### src/hdl/canrxf_pkg.sv
// Package for the CAN receive ID filter FIFO: state, status and register codes,
// command and status structs between controller and datapath, and the range check.
// No dependencies.
package canrxf_pkg;

    // Configuration register indexes.
    localparam logic [2:0] CFG_REJECT_LOW   = 3'd0;
    localparam logic [2:0] CFG_REJECT_HIGH  = 3'd1;
    localparam logic [2:0] CFG_EXCLUDE_LOW  = 3'd2;
    localparam logic [2:0] CFG_EXCLUDE_HIGH = 3'd3;
    localparam logic [2:0] CFG_LOOPBACK_ID  = 3'd4;

    // Register reset values.
    localparam logic [10:0] RST_REJECT_LOW   = 11'h100;
    localparam logic [10:0] RST_REJECT_HIGH  = 11'h1FF;
    localparam logic [10:0] RST_EXCLUDE_LOW  = 11'h100;
    localparam logic [10:0] RST_EXCLUDE_HIGH = 11'h1FF;
    localparam logic [10:0] RST_LOOPBACK_ID  = 11'h2F2;

    // Node-operation loopback and response codes in data byte 0.
    localparam logic [7:0] LOOP_BYTE_A = 8'h07;
    localparam logic [7:0] LOOP_BYTE_B = 8'h08;

    localparam int ID_W   = 11;
    localparam int DATA_W = 64;
    localparam int CNT_W  = 9;

    localparam logic MODE_RECEIVE = 1'b0;

    typedef enum logic [2:0] {
        ST_QUEUED       = 3'd0,
        ST_FILTERED     = 3'd1,
        ST_DROPPED_FULL = 3'd2,
        ST_FORWARDED    = 3'd3,
        ST_EXCLUDED     = 3'd4,
        ST_EMPTY        = 3'd5
    } t_status;

    typedef enum logic [1:0] {
        S_IDLE,
        S_EXEC,
        S_READ
    } t_state;

    // Commands from the controller to the datapath.
    typedef struct packed {
        logic latch;        // capture the input word
        logic rx_commit;    // filter and enqueue the captured frame
        logic empty_done;   // report a drain on an empty queue
        logic mem_read;     // read the oldest entry of the queue
        logic drain_commit; // pop the entry just read and report it
    } t_dp_cmd;

    // Status from the datapath to the controller.
    typedef struct packed {
        logic mode;
        logic empty;
    } t_dp_stat;

    // An inverted range (low above high) matches nothing.
    function automatic logic in_range(input logic [10:0] id, input logic [10:0] lo,
                                      input logic [10:0] hi);
        return (id >= lo) && (id <= hi);
    endfunction

endpackage

### src/hdl/canrxf_ctrl.sv
// Controller of the CAN receive ID filter FIFO: sequences one word at a time.
// Depends on canrxf_pkg.
module canrxf_ctrl (
    input  logic                i_clk,
    input  logic                i_rst_n,
    input  logic                start,
    output logic                busy,
    input  canrxf_pkg::t_dp_stat i_stat,
    output canrxf_pkg::t_dp_cmd  o_cmd
);

    canrxf_pkg::t_state r_state;
    canrxf_pkg::t_state n_state;

    always_ff @(posedge i_clk) begin
        if (!i_rst_n) begin
            r_state <= canrxf_pkg::S_IDLE;
        end else begin
            r_state <= n_state;
        end
    end

    always_comb begin
        n_state = r_state;
        unique case (r_state)
            canrxf_pkg::S_IDLE: begin
                if (start) begin
                    n_state = canrxf_pkg::S_EXEC;
                end
            end
            canrxf_pkg::S_EXEC: begin
                if (i_stat.mode == canrxf_pkg::MODE_RECEIVE || i_stat.empty) begin
                    n_state = canrxf_pkg::S_IDLE;
                end else begin
                    n_state = canrxf_pkg::S_READ;
                end
            end
            canrxf_pkg::S_READ: begin
                n_state = canrxf_pkg::S_IDLE;
            end
            default: begin
                n_state = canrxf_pkg::S_IDLE;
            end
        endcase
    end

    always_comb begin
        o_cmd = '0;
        busy  = 1'b1;
        unique case (r_state)
            canrxf_pkg::S_IDLE: begin
                busy        = 1'b0;
                o_cmd.latch = start;
            end
            canrxf_pkg::S_EXEC: begin
                if (i_stat.mode == canrxf_pkg::MODE_RECEIVE) begin
                    o_cmd.rx_commit = 1'b1;
                end else if (i_stat.empty) begin
                    o_cmd.empty_done = 1'b1;
                end else begin
                    o_cmd.mem_read = 1'b1;
                end
            end
            canrxf_pkg::S_READ: begin
                o_cmd.drain_commit = 1'b1;
            end
            default: begin
                busy = 1'b1;
            end
        endcase
    end

endmodule

### config.mk
export PLATFORM = sky130hd
export DESIGN_NAME = canrxf_ctrl
export DESIGN_NICKNAME = d
export VERILOG_FILES = /design/src/hdl/canrxf_pkg.sv /design/src/hdl/canrxf_ctrl.sv
export SDC_FILE = /design/constraint.sdc
export NUM_CORES = 1
export LEC_CHECK = 0
export ABC_AREA = 0
export BUFFER_PORTS_ARGS = -buffer_cell sky130_fd_sc_hd__buf_2
export CELL_PAD_IN_SITES_DETAIL_PLACEMENT = 0
export CELL_PAD_IN_SITES_GLOBAL_PLACEMENT = 1
export CORE_AREA = 3 3 40 42
export CTS_CLUSTER_DIAMETER = 60
export DETAILED_ROUTE_END_ITERATION = 10
export DIE_AREA = 0 0 43 45
export MAX_ROUTING_LAYER = met4
export PLACE_DENSITY_LB_ADDON = 0.1
export SLEW_MARGIN = 20
export SYNTH_ARGS = -nofsm -noshare
export SYNTH_HDL_FRONTEND = slang
export SYNTH_SLANG_ARGS = --single-unit
export TNS_END_PERCENT = 50
### constraint.sdc
create_clock -name i_clk -period 1 [get_ports i_clk]
set_input_delay 0.1 -clock i_clk [delete_from_list [all_inputs] [get_ports i_clk]]
set_output_delay 0.1 -clock i_clk [all_outputs]
set_load 0.01 [all_outputs]
==> results of run 1 <==
## placed cells by master (no fill, tap or decap)
cell type,count
dfxtp_2,1
buf_6,1
and2_1,2
and4b_2,1
dfxtp_4,1
buf_4,1
and4bb_1,1
nor2b_1,1
clkbuf_4,3
nor3b_1,1
buf_2,9
or2_4,1
nor3b_2,1
## final cells by class
type	count	area (sq um)
Clock buffer	3	22.5
Fill cell	157	1060
Multi-Input combinational cell	8	71.3
Sequential cell	2	45.0
Tap cell	15	18.8
Timing Repair Buffer	11	63.8
## worst paths after layout
check	cells past startpoint	slack, ps	to
setup / recovery	2	-70	o_cmd[1]
hold / removal	2	90	r_state[0]
setup reg to reg	3	40	r_state[1]
hold reg to reg	2	590	r_state[0]
## critical path, stage by stage (launching register included)
cell and delay (ps):
dfxtp_2 340, and4bb_1 280, buf_2 140
## cells by family after synthesis
kind of cell	count (synthesis)	share of synthesized area (%)
DFF	2	36.8
and+or+nand+nor	8	63.2
## routing by layer
| metal | GRT usage (%) | part of all wire (%) |
|---|---|---|
| met1 | 3.11 | 33 |
| met2 | 6.29 | 60 |
| met3 | 1.59 | 6.4 |
| met4 | 7.23 | 0 |
| met5 | - | 0 |
## cell usage after synthesis
cell / n
and2_1: 2
and4b_2: 1
and4bb_1: 1
dfxtp_1: 2
nor2b_1: 1
nor3b_1: 1
nor3b_2: 1
or2_2: 1
## repair_timing
action,4_1_cts,5_1_grt
gates resized for setup,2,3
buffers inserted,1,0
setup endpoints to repair,6,7
pin swaps,2,2
## metrics by stage
stage	instance area [sq um]	util (%)	setup WS [ps]	hold slack, ps
floorplan	109	-	135	222
global placement	178	13.8	100	312
detailed placement	178	13.8	98.4	318
CTS	210	16.4	-93.0	89.0
global route	221	17.2	-107	94.8
finish	221	17.2	-66.4	93.6
## report_power, final
group	switching (uW)	internal (uW)
logic	15.4	26.3
registers	4.76	82.8
clock network	37.5	132
total	57.7	241
==> reports/metrics.yaml, run 1 <==
run_status:
  status: "complete, but fails checks"
  violations: "setup timing"
synthesis:
  synth.largest_area_cell: "dfxtp_1"
  yosysSeqAreaShare_pct: 36.8
  synth.area.top_cells: "dfxtp_1 (37%), and2_1 (11%), and4bb_1 (11%)"
  avgSynthCellArea_sq_um: 10.9
  yosysTopAreaCellShare_pct: 36.8
  yosysWarningCount: 0
  synth_cells: 10
  syn-num-nets: 15
  ys_types: 8
  syn_area_sq_um: 109
  ys_seq_elements: 2
worst_setup_path:
  startpoint: "r_state[1]"
  critical_path.startpoint_type: "flip-flop"
  reg2reg_from: "r_state[1]"
  path_max_fanout: 6
  crit_type: "reg2out"
  end_kind: "output pin"
  arrival_ps: 970
  crit_required_ps: 900
pwr:
  p_leak_uw: 0.000117
  power.total_uw: 298
  power_density_nw_per_um2: 1350
  ir_worst_vdd_mv: 0.336
detailed_routing:
  drt-initial-drc-count: 2
  ant_nets: 0
  drt-wirelength-per-cell_um: 8.82
  drc: 0
  vias: 123
  via_per_inst: 3.15
  drt-total-wl_um: 344
  drt_first_pass_iters: 2
global_route:
  antenna_found_initial: 0
  track_usage_pct: 4.28
  grt_pass1_wl_um: 510
  grt.overflow.total: 0
  grt_max_degree: 7
  grt_pass1_vias: 133
clock_network:
  path_clk_slew_ps: 30
  max-clock-path-buffers: 2
  ctsHoldBuffers: 0
  cts_tree: "done"
  cts_buffers: 3
  root_buffer: "clkbuf_4"
  htree_levels: 1
  clk_latency_ps: 220
  clock-sinks: 2
min_path:
  hold_class: "in2reg"
  hold_start: "i_rst_n"
cells_and_area:
  nNetsFinal: 31
  regMostFlops: "r_state"
  synthToLayoutAreaGrowth_pct: 103
  top_regs: "r_state x2"
  layout-drive-gt1-share_pct: 79.2
  antenna_cells: 0
  stdcell_count: 39
  largest_reg_flops: 2
timing:
  max_freq_mhz: 938
  worstMarginPinSlew_ps: 152
  setup_viol: 4
  fin_crit_sh_pct: 107
  hold_violations: 0
  maxSlewViolCount: 0
  clock_skew_ps: 2.67
  fin_crit_ps: 1070
  finalSetupTns_ps: -143
  slew-limit-headroom_pct: 89.8
  worst_slack_ps: -66.4
  grt_setup_unrepaired: "true"
floorplan:
  die_w_um: 43
  initial_utilization_pct: 8.47
  rows: 13
  core_area_sq_um: 1280
  die-area_sq_um: 1940
  die_y_um: 45
  io_pins: 11
placement:
  dp_hpwl_um: 272
  io_buffer_count: 10
  placedCellCount: 35
  gp_congestion: 0.557
run:
  cap_violations: 0
Power figures use the tool's default switching activity.
==> run 2: changes to the inputs <==
- PLACE_DENSITY: default -> 0.33
- PLACE_DENSITY_LB_ADDON: 0.1 -> default
==> run 2 against run 1 <==
The run still ends with setup timing left. Core utilization down 0.58 points. Global-route usage up 0.34 points. Wire length down 5.5%. Clock skew down 2.2 ps. First-iteration DRC count down 100%. Die area unchanged. Sequential power about the same. Design area down 3.4%. Clock power about the same.
==> reports/metrics.yaml, run 2 (same netlist as run 1, synthesis figures left out) <==
detailed_routing:
  drc: 0
  drt_first_pass_iters: 1
  drt-total-wl_um: 325
  ant_nets: 0
  drt-wirelength-per-cell_um: 8.55
  via_per_inst: 3.16
  vias: 120
  drt-initial-drc-count: 0
worst_setup_path:
  critPathTopFamily: "flip-flops"
  crit_chain: "and4bb_1 -> buf_2"
  path_max_fanout: 6
  crit_type: "reg2out"
  cp_num_buf_inv: 1
  rrSetupSlack_ps: 170
  arrival_ps: 960
  critPathSlowestCell: "dfxtp_2"
  critical_path.startpoint_type: "flip-flop"
  slowest_delay_ps: 330
  startpoint: "r_state[1]"
  reg2reg_from: "r_state[1]"
  end_kind: "output pin"
  crit_required_ps: 900
cells_and_area:
  nNetsFinal: 30
  top_regs: "r_state x2"
  final_common_cell: "buf_2"
  final_util_pct: 16.7
  antenna_cells: 0
  fillers: 149
  regMostFlops: "r_state"
  layout-drive-gt1-share_pct: 78.3
  largest_reg_flops: 2
  most-common-layout-cells: "buf_2 (9), clkbuf_4 (3), and2_1 (2)"
  stdcell_count: 38
  synthToLayoutAreaGrowth_pct: 96.6
timing:
  fin_crit_ps: 1060
  grt_setup_unrepaired: "true"
  clock_skew_ps: 0.508
  slew-limit-headroom_pct: 89.1
  maxSlewViolCount: 0
  holdWs_ps: 95.9
  max_freq_mhz: 944
  hold_violations: 0
  worst_slack_ps: -59.4
  finalSetupTns_ps: -173
  setup_viol: 5
  fin_crit_sh_pct: 106
  worstMarginPinSlew_ps: 163
pwr:
  ir_worst_vdd_mv: 0.316
  pwr-share-seq_pct: 29.2
  pwr-share-clk_pct: 57.1
  swShare_pct: 19.8
  p_leak_uw: 0.000111
  intPower_uw: 240
  p_comb_share_pct: 13.7
  power_density_nw_per_um2: 1400
  power_switching_uw: 59.4
floorplan:
  die-area_sq_um: 1940
  core_area_sq_um: 1280
  rows: 13
  io_pins: 11
  die_w_um: 43
  die_y_um: 45
  initial_utilization_pct: 8.47
global_route:
  track_usage_pct: 4.62
  grt_pass1_vias: 141
  grt_pass1_wl_um: 558
  grt.overflow.total: 0
  antenna_found_initial: 0
  grt_max_degree: 7
clock_network:
  cts_buffers: 3
  ctsHoldBuffers: 0
  clk_latency_ps: 220
  path_clk_slew_ps: 30
  clock-sinks: 2
  max-clock-path-buffers: 2
  cts_tree: "done"
  htree_levels: 1
  post-cts-setup-buffers: 0
  root_buffer: "clkbuf_4"
run_status:
  status: "complete, but fails checks"
  violations: "setup timing"
placement:
  gp_congestion: 0.705
  placedCellCount: 35
  io_buffer_count: 10
run:
  cap_violations: 0
min_path:
  hold_class: "in2reg"
  hold_start: "i_rst_n"
==> run 2: cell count changes in the layout (fill, tap and decap cells not counted) <==
cell / delta
buf_4: -1
==> run 2: layout make-up <==
| type | count | area, sq um | area share [%] |
|---|---|---|---|
| Clock buffer | 3 | 22.5 | 10.5 |
| Multi-Input combinational cell | 8 | 71.3 | 33.3 |
| Sequential cell | 2 | 45.0 | 21.1 |
| Tap cell | 15 | 18.8 | 8.77 |
| Timing Repair Buffer | 10 | 56.3 | 26.3 |
==> run 2: stage by stage <==
stage / setup WS [ps] / cell area [sq um] / total power (uW)
after floorplan: 135 / 109 / 105
after global placement: 128 / 178 / 125
final: -59.4 / 214 / 299
after CTS: -85.3 / 214 / 313
after detailed placement: 108 / 178 / 125
after global routing: -121 / 214 / 323
==> run 2: worst paths after layout <==
| path | to | cells after the start |
|---|---|---|
| max reg2reg | r_state[1] | 2 |
| min reg2reg | r_state[0] | 2 |
| max | o_cmd[1] | 2 |
| min | r_state[1] | 2 |
==> run 2: repair_timing <==
item                                    4_1_cts  5_1_grt
endpoints found under the setup margin        6        6
gates resized for setup                       5        0
pin swaps                                     0        0
hold endpoints to repair                      0        0
==> run 2: power groups by stage <==
stage	registers (uW)	logic, uW	clock network [uW]
2_1_floorplan	87.5	17.7	0
3_3_place_gp	88.8	36.6	0
3_5_place_dp	89.0	35.8	0
4_1_cts	87.4	41.5	185
5_1_grt	88.0	44.9	190
6_report	87.5	40.9	171
==> run 2: routing by layer <==
layer  share of wire, %  GRT usage [%]
met1                 50           5.01
met2                 34           4.19
met3                 15           2.79
met4                  0           7.23
met5                  0              -
==> run 2: worst register-to-register path, stage by stage (launching register included) <==
cell and delay (ps):
dfxtp_2 360, and4bb_1 210, and2_1 150
